==> config.mk <==
export PLATFORM = sky130hd
export DESIGN_NAME = utf8_stream_decoder_core_flat
export DESIGN_NICKNAME = d
export VERILOG_FILES = /design/src/hdl/u8d_pkg.sv /design/src/hdl/u8d_in_if.sv /design/src/hdl/u8d_out_if.sv /design/src/hdl/utf8_stream_decoder_core.sv /design/src/flat_wrapper.sv
export SDC_FILE = /design/constraint.sdc
export NUM_CORES = 1
export LEC_CHECK = 0
export BUFFER_PORTS_ARGS = -buffer_cell sky130_fd_sc_hd__buf_2
export CORE_MARGIN = 1
export CORE_UTILIZATION = 56
export DETAILED_ROUTE_END_ITERATION = 10
export PLACE_DENSITY = 0.79
export SETUP_SLACK_MARGIN = 0.02
export SLEW_MARGIN = 20
export SYNTH_ARGS = -nofsm -noshare
export SYNTH_HDL_FRONTEND = slang
export SYNTH_SLANG_ARGS = --single-unit
==> constraint.sdc <==
create_clock -name clk -period 3.4 [get_ports clk]
set_input_delay 0 -clock clk [delete_from_list [all_inputs] [get_ports clk]]
set_output_delay 0 -clock clk [all_outputs]
set_load 0.005 [all_outputs]
==> src/hdl/u8d_pkg.sv <==
// Shared types and constants for the UTF-8 stream decoder.
// No dependencies; compiled first, used by the channel interfaces and the core.

package u8d_pkg;

  // Field widths of the two channels and of the count of continuation bytes due.
  localparam int unsigned BYTE_W = 8;
  localparam int unsigned CP_W   = 31;
  localparam int unsigned DUE_W  = 3;

  // Result status codes.
  typedef enum logic [2:0] {
    ST_CHAR     = 3'd0,
    ST_END      = 3'd1,
    ST_BAD_LEAD = 3'd2,
    ST_BAD_CONT = 3'd3,
    ST_TRUNC    = 3'd4
  } status_t;

  // Continuation byte form: 10xxxxxx.
  localparam logic [BYTE_W-1:0] CONT_MASK = 8'hC0;
  localparam logic [BYTE_W-1:0] CONT_TAG  = 8'h80;

endpackage

==> src/hdl/u8d_in_if.sv <==
// Input channel of the UTF-8 stream decoder: one raw byte per transfer.
// Depends on u8d_pkg for the field widths.

interface u8d_in_if
  import u8d_pkg::*;
();
  logic              valid;
  logic              ready;
  logic [BYTE_W-1:0] data_byte;
  logic              end_of_buffer;

  modport source (output valid, output data_byte, output end_of_buffer, input ready);
  modport sink   (input valid, input data_byte, input end_of_buffer, output ready);
endinterface

==> src/hdl/u8d_out_if.sv <==
// Result channel of the UTF-8 stream decoder: one decoded result per transfer.
// Depends on u8d_pkg for the field widths.

interface u8d_out_if
  import u8d_pkg::*;
();
  logic            valid;
  logic            ready;
  logic [CP_W-1:0] code_point;
  logic [2:0]      status;
  logic            string_done;

  modport source (output valid, output code_point, output status, output string_done,
                  input ready);
  modport sink   (input valid, input code_point, input status, input string_done,
                  output ready);
endinterface

==> src/hdl/utf8_stream_decoder_core.sv <==
// UTF-8 stream decoder, top level: input register, decode logic, result register.
// Depends on u8d_pkg, u8d_in_if and u8d_out_if.
//
// The decoder takes one byte per transfer and sustains one byte per clock cycle
// whenever the result side keeps up. A byte taken into the input register is
// decoded against the partial code point, the count of continuation bytes still
// due and the discard flag, and its result (if any) is loaded into the result
// register once that register is free or being drained. Lead bytes, continuation
// bytes in the middle of a sequence and bytes being discarded after an error or
// NUL give no result, unless a lead or continuation byte ends the buffer early
// (truncation). Input ready follows output ready combinationally, so a full result
// register that is drained in the same cycle never stalls the input; the decoder
// state is a single register loop updated once per byte.

module utf8_stream_decoder_core
  import u8d_pkg::*;
(
  input  logic      clk,
  input  logic      rst_n,
  u8d_in_if.sink    in_chan,
  u8d_out_if.source out_chan
);

  // Input register.
  logic              in_valid_r;
  logic [BYTE_W-1:0] in_byte_r;
  logic              in_eob_r;

  // Decoder state.
  logic [CP_W-1:0]  partial_r, partial_nxt;
  logic [DUE_W-1:0] due_r, due_nxt;
  logic             discard_r, discard_nxt;

  // Result register.
  logic            out_valid_r;
  logic [CP_W-1:0] out_cp_r;
  status_t         out_status_r;
  logic            out_done_r;

  // Decode results for the byte in the input register.
  logic            res_valid;
  logic [CP_W-1:0] res_cp;
  status_t         res_status;
  logic            res_done;
  logic            lead_ok;
  logic [CP_W-1:0] lead_val;
  logic [DUE_W-1:0] lead_due;
  logic            proc;
  logic            in_ready;

  // The held byte is consumed when the result register is free or being drained.
  assign proc     = in_valid_r && (!out_valid_r || out_chan.ready);
  assign in_ready = !in_valid_r || proc;
  assign in_chan.ready = in_ready;

  // Lead byte forms of two to six octets.
  always_comb begin
    lead_ok  = 1'b1;
    lead_val = '0;
    lead_due = '0;
    unique casez (in_byte_r)
      8'b110?????: begin
        lead_val = {{(CP_W-5){1'b0}}, in_byte_r[4:0]};
        lead_due = DUE_W'(1);
      end
      8'b1110????: begin
        lead_val = {{(CP_W-4){1'b0}}, in_byte_r[3:0]};
        lead_due = DUE_W'(2);
      end
      8'b11110???: begin
        lead_val = {{(CP_W-3){1'b0}}, in_byte_r[2:0]};
        lead_due = DUE_W'(3);
      end
      8'b111110??: begin
        lead_val = {{(CP_W-2){1'b0}}, in_byte_r[1:0]};
        lead_due = DUE_W'(4);
      end
      8'b1111110?: begin
        lead_val = {{(CP_W-1){1'b0}}, in_byte_r[0]};
        lead_due = DUE_W'(5);
      end
      default: begin
        lead_ok = 1'b0;
      end
    endcase
  end

  // Next state and result for one byte.
  always_comb begin
    partial_nxt = partial_r;
    due_nxt     = due_r;
    discard_nxt = discard_r;
    res_valid   = 1'b0;
    res_cp      = '0;
    res_status  = ST_CHAR;
    res_done    = 1'b0;

    if (discard_r) begin
      // Skip bytes until the end of the buffer.
      if (in_eob_r) begin
        discard_nxt = 1'b0;
      end
    end else if (due_r == '0) begin
      // Character boundary.
      if (in_byte_r == '0) begin
        res_valid   = 1'b1;
        res_status  = ST_END;
        res_done    = 1'b1;
        partial_nxt = '0;
        discard_nxt = !in_eob_r;
      end else if (!in_byte_r[7]) begin
        res_valid  = 1'b1;
        res_cp     = {{(CP_W-BYTE_W){1'b0}}, in_byte_r};
        res_done   = in_eob_r;
      end else if (!lead_ok) begin
        res_valid   = 1'b1;
        res_status  = ST_BAD_LEAD;
        res_done    = 1'b1;
        partial_nxt = '0;
        discard_nxt = !in_eob_r;
      end else if (in_eob_r) begin
        res_valid   = 1'b1;
        res_status  = ST_TRUNC;
        res_done    = 1'b1;
        partial_nxt = '0;
      end else begin
        partial_nxt = lead_val;
        due_nxt     = lead_due;
      end
    end else if ((in_byte_r & CONT_MASK) != CONT_TAG) begin
      // Not a continuation byte while one is due.
      res_valid   = 1'b1;
      res_status  = ST_BAD_CONT;
      res_done    = 1'b1;
      partial_nxt = '0;
      due_nxt     = '0;
      discard_nxt = !in_eob_r;
    end else if (due_r == DUE_W'(1)) begin
      // Last continuation byte completes the code point.
      res_valid   = 1'b1;
      res_cp      = {partial_r[CP_W-7:0], in_byte_r[5:0]};
      res_done    = in_eob_r;
      partial_nxt = '0;
      due_nxt     = '0;
    end else if (in_eob_r) begin
      res_valid   = 1'b1;
      res_status  = ST_TRUNC;
      res_done    = 1'b1;
      partial_nxt = '0;
      due_nxt     = '0;
    end else begin
      partial_nxt = {partial_r[CP_W-7:0], in_byte_r[5:0]};
      due_nxt     = due_r - DUE_W'(1);
    end
  end

  // Control registers: valid flags and decoder state.
  always_ff @(posedge clk) begin
    if (!rst_n) begin
      in_valid_r  <= 1'b0;
      out_valid_r <= 1'b0;
      partial_r   <= '0;
      due_r       <= '0;
      discard_r   <= 1'b0;
    end else begin
      if (in_ready) begin
        in_valid_r <= in_chan.valid;
      end
      if (proc) begin
        out_valid_r <= res_valid;
        partial_r   <= partial_nxt;
        due_r       <= due_nxt;
        discard_r   <= discard_nxt;
      end else if (out_chan.ready) begin
        out_valid_r <= 1'b0;
      end
    end
  end

  // Payload registers load on a transfer in or a new result.
  always_ff @(posedge clk) begin
    if (in_ready && in_chan.valid) begin
      in_byte_r <= in_chan.data_byte;
      in_eob_r  <= in_chan.end_of_buffer;
    end
    if (proc && res_valid) begin
      out_cp_r     <= res_cp;
      out_status_r <= res_status;
      out_done_r   <= res_done;
    end
  end

  assign out_chan.valid       = out_valid_r;
  assign out_chan.code_point  = out_cp_r;
  assign out_chan.status      = out_status_r;
  assign out_chan.string_done = out_done_r;

  // A sequence in progress and discarding never coexist.
  a_due_not_discard: assert property (@(posedge clk) disable iff (!rst_n)
    (due_r != '0) |-> !discard_r)
    else $error("continuation bytes due while discarding");

  // Every result other than a character closes the string.
  a_err_done: assert property (@(posedge clk) disable iff (!rst_n)
    (out_valid_r && out_status_r != ST_CHAR) |-> out_done_r)
    else $error("non-character result without string_done");

  // Non-character results carry no code point.
  a_err_cp_zero: assert property (@(posedge clk) disable iff (!rst_n)
    (out_valid_r && out_status_r != ST_CHAR) |-> (out_cp_r == '0))
    else $error("non-character result with a code point");

  // Discarding starts only after an error or NUL result.
  a_discard_cause: assert property (@(posedge clk) disable iff (!rst_n)
    $rose(discard_r) |-> (out_valid_r && (out_status_r == ST_END ||
      out_status_r == ST_BAD_LEAD || out_status_r == ST_BAD_CONT)))
    else $error("discard entered without an error result");

endmodule
==> src/flat_wrapper.sv <==
// flat-port wrapper written by rule: the top's interface ports become plain ports
module utf8_stream_decoder_core_flat import u8d_pkg::*;
  (clk, rst_n, in_chan_valid, in_chan_data_byte, in_chan_end_of_buffer, in_chan_ready, out_chan_valid, out_chan_code_point, out_chan_status, out_chan_string_done, out_chan_ready);
  u8d_in_if in_chan_i ();
  u8d_out_if out_chan_i ();
  input  logic clk;
  input  logic rst_n;
  input wire logic [$bits(in_chan_i.valid)-1:0] in_chan_valid;
  input wire logic [$bits(in_chan_i.data_byte)-1:0] in_chan_data_byte;
  input wire logic [$bits(in_chan_i.end_of_buffer)-1:0] in_chan_end_of_buffer;
  output wire logic [$bits(in_chan_i.ready)-1:0] in_chan_ready;
  output wire logic [$bits(out_chan_i.valid)-1:0] out_chan_valid;
  output wire logic [$bits(out_chan_i.code_point)-1:0] out_chan_code_point;
  output wire logic [$bits(out_chan_i.status)-1:0] out_chan_status;
  output wire logic [$bits(out_chan_i.string_done)-1:0] out_chan_string_done;
  input wire logic [$bits(out_chan_i.ready)-1:0] out_chan_ready;
  assign in_chan_i.valid = in_chan_valid;
  assign in_chan_i.data_byte = in_chan_data_byte;
  assign in_chan_i.end_of_buffer = in_chan_end_of_buffer;
  assign in_chan_ready = in_chan_i.ready;
  assign out_chan_valid = out_chan_i.valid;
  assign out_chan_code_point = out_chan_i.code_point;
  assign out_chan_status = out_chan_i.status;
  assign out_chan_string_done = out_chan_i.string_done;
  assign out_chan_i.ready = out_chan_ready;
  utf8_stream_decoder_core u_core (.clk(clk), .rst_n(rst_n), .in_chan(in_chan_i), .out_chan(out_chan_i));
endmodule
==> flow_summary.ini <==
[pwr]
swShare = 0.231
p_int_mw = 1.52
clkPwrFrac = 0.400
p_seq_frac = 0.516
p_sw_uw = 456
powerDensity_nw_per_um2 = 509
ir_worst_vdd_uv = 311
leakagePower_nw = 1.41
comb_power_share = 0.084

[final_layout]
final_util = 0.691
synthToLayoutAreaGrowth_pct = 17.1
fin_nets = 366
drive_gt1_frac = 0.208
insertedDiodeCount = 0

[grt]
grt_max_degree = 27
grt_pass1_vias = 2281
antenna_found_initial = 0
globalRouteTotalUtil = 0.249
grt_pass1_wl_um = 11700
grt-ovfl-total = 0

[setup_path]
end_kind = flop
critical_path_class = reg2reg
cp-start-kind = flop
worstPathArrival_ns = 2.50
critical_path_required_ns = 3.42
cp_max_fo = 25

[synth]
yosysSeqAreaShare = 0.587
synth_top_area_share = 0.399
ys_ff_latch = 75
synth_cells = 300
synth_compound_gate_area_share = 0.165
synth_area_leaders = edfxtp_1 (40%), dfxtp_1 (19%), and2_1 (5.3%), a21oi_1 (4.8%), nand4_1 (3.8%)
synth_edf_count = 44
ys.flop_type = edfxtp_1
async_reset_ff_frac = 0
synthSimpleGateAreaFrac = 0.190
synth_top_cells_by_count = edfxtp_1 (44), a21oi_1 (32), dfxtp_1 (31), and2_1 (28), o21ai_0 (25)
synth-warning-count = 0
synthMostInstantiatedCell = edfxtp_1
synthXorXnorAreaFrac = 0
synth_fp_nets = 316
avgSynthCellArea_um2 = 11.0
synthMuxAreaShare = 0
synth_area_um2 = 3310
yosys.area.top_type = edfxtp_1
synthAdderAreaFrac = 0.0113
synth_top_family_by_area = simple AND/OR/NAND/NOR gates
ys_types = 48

[clock_network]
cts_setup_buffers = 0
cts_tree = built
cts_sinks = 75
clock_path_buffers = 2
cts_buffers = 9
cts_resized = 0
clk_transition_reported_paths_ns = 0.08
cts_root_buf = clkbuf_8
clock_latency_ns = 0.35
htree_levels = 3

[timing]
whs_ns = 0.121
period_needed_ns = 2.47
slew_violations = 0
setup_viol = 0
slew_headroom = 0.362
tns_ns = 0
max_freq_mhz = 404
worstMarginPinSlew_ns = 0.956
finalCritPeriodShare = 0.727
rsz0062_at_grt = no
setup_slack_ns = 0.927
final-hold-violation-count = 0
finClkSkew_ns = 0.00807

[min_path]
min_path_type = in2reg

[drt]
via_per_inst = 6.05
routed_wl_um = 7040
vias = 2582
drt-initial-drc-count = 318
ant_nets = 0
firstDrtPassIters = 5
drc_errors = 0
routedWlPerCell_um = 16.5

[outcome]
status = finished clean

[placed_design]
portBuffers = 49
dp_slack_ns = 0.970
gp_congestion = 0.903
dpl.hpwl_um = 4610

[floorplanning]
initial_core_util = 0.590
core-area_um2 = 5610
die_h_um = 78.9
boundaryPins = 50
die_area_um2 = 6220
dieWidth_um = 78.9
row_count = 27

[job]
drv_cap = 0
[routing by layer]
layer | share of wire | global-route usage
met5 | 0 | 0
met4 | 0.017 | 0.0873
met3 | 0.070 | 0.0609
met2 | 0.44 | 0.366
met1 | 0.47 | 0.361
[final timing paths]
check | start | to | slack [ns] | cells after the start
setup / recovery | u_core.due_r[0] | u_core.out_chan.string_done | 0.93 | 6
hold / removal | out_chan_ready | u_core.out_chan.valid | 0.12 | 3
setup reg to reg | u_core.due_r[0] | u_core.out_chan.string_done | 0.93 | 6
hold reg to reg | u_core.partial_r[23] | u_core.partial_r[23] | 0.47 | 2
[critical path, stage by stage, from the launching register on]
cell and delay (ns):
dfxtp_1 0.33, inv_1 0.10, ha_1 0.29, o21ba_2 0.26, or2_1 0.20, o311a_1 0.55
buf_4 0.41
[placed cells by master (no fill, tap or decap), types with 4 or more instances in the layout]
master,count
o21ai_0,25
dfxtp_1,31
nand2_1,10
clkbuf_8,9
nor3_1,6
dlygate4sd3_1,11
nand3_1,4
a21oi_1,32
o311a_1,4
and2_1,28
inv_1,7
buf_2,49
nand4_1,20
nor2b_1,9
o211ai_1,5
o22ai_1,5
nor2_1,8
edfxtp_1,44
[flip-flops by register name, summed over array words and instances (netlist names)]
signal,cells
u_core.due_r,3
u_core.discard_r,1
u_core.out_chan.valid,1
u_core.in_byte_r,8
u_core.out_chan.code_point,31
u_core.in_valid_r,1
u_core.in_eob_r,1
u_core.out_chan.status,3
u_core.out_chan.string_done,1
u_core.partial_r,25
[power groups by stage]
stage / Clock, mW / Combinational (mW) / Sequential, mW
2_1_floorplan: 0 / 0.110 / 1.03
3_3_place_gp: 0 / 0.152 / 1.04
3_5_place_dp: 0 / 0.152 / 1.04
4_1_cts: 0.799 / 0.163 / 1.02
5_1_grt: 0.845 / 0.180 / 1.02
6_report: 0.789 / 0.166 / 1.02
[per-stage QoR]
stage               std cells  power (mW)  cell area (µm²)
floorplan                 300        1.14             3310
global placement          400        1.19             3530
detailed placement        400        1.19             3530
CTS                       427        1.98             3870
global route              427        2.05             3870
finish                    427        1.97             3870
[timing repair]
item                                    4_1_cts  5_1_grt
hold buffers                                 11        0
endpoints found under the hold margin        11        0
endpoints found under the setup margin        0        0
[cell type report]
cell class                      instances  area (µm²)
Sequential cell                        75        1940
Clock buffer                           11         153
Fill cell                             454        1730
Clock inverter                          5        80.1
Tap cell                               72        90.1
Timing Repair Buffer                   62         370
Multi-Input combinational cell        195        1210
Inverter                                7        26.3
[cells by family (layout without fill, tap and decap cells)]
| family | count (synthesis) | after routing |
|---|---|---|
| and+or+nand+nor | 104 | 104 |
| DFF | 75 | 75 |
| adders and majority gates | 3 | 3 |
| AOI/OAI and AO/OA | 88 | 88 |
| buffers and inverters | 30 | 85 |
Power figures use the tool's default switching activity.
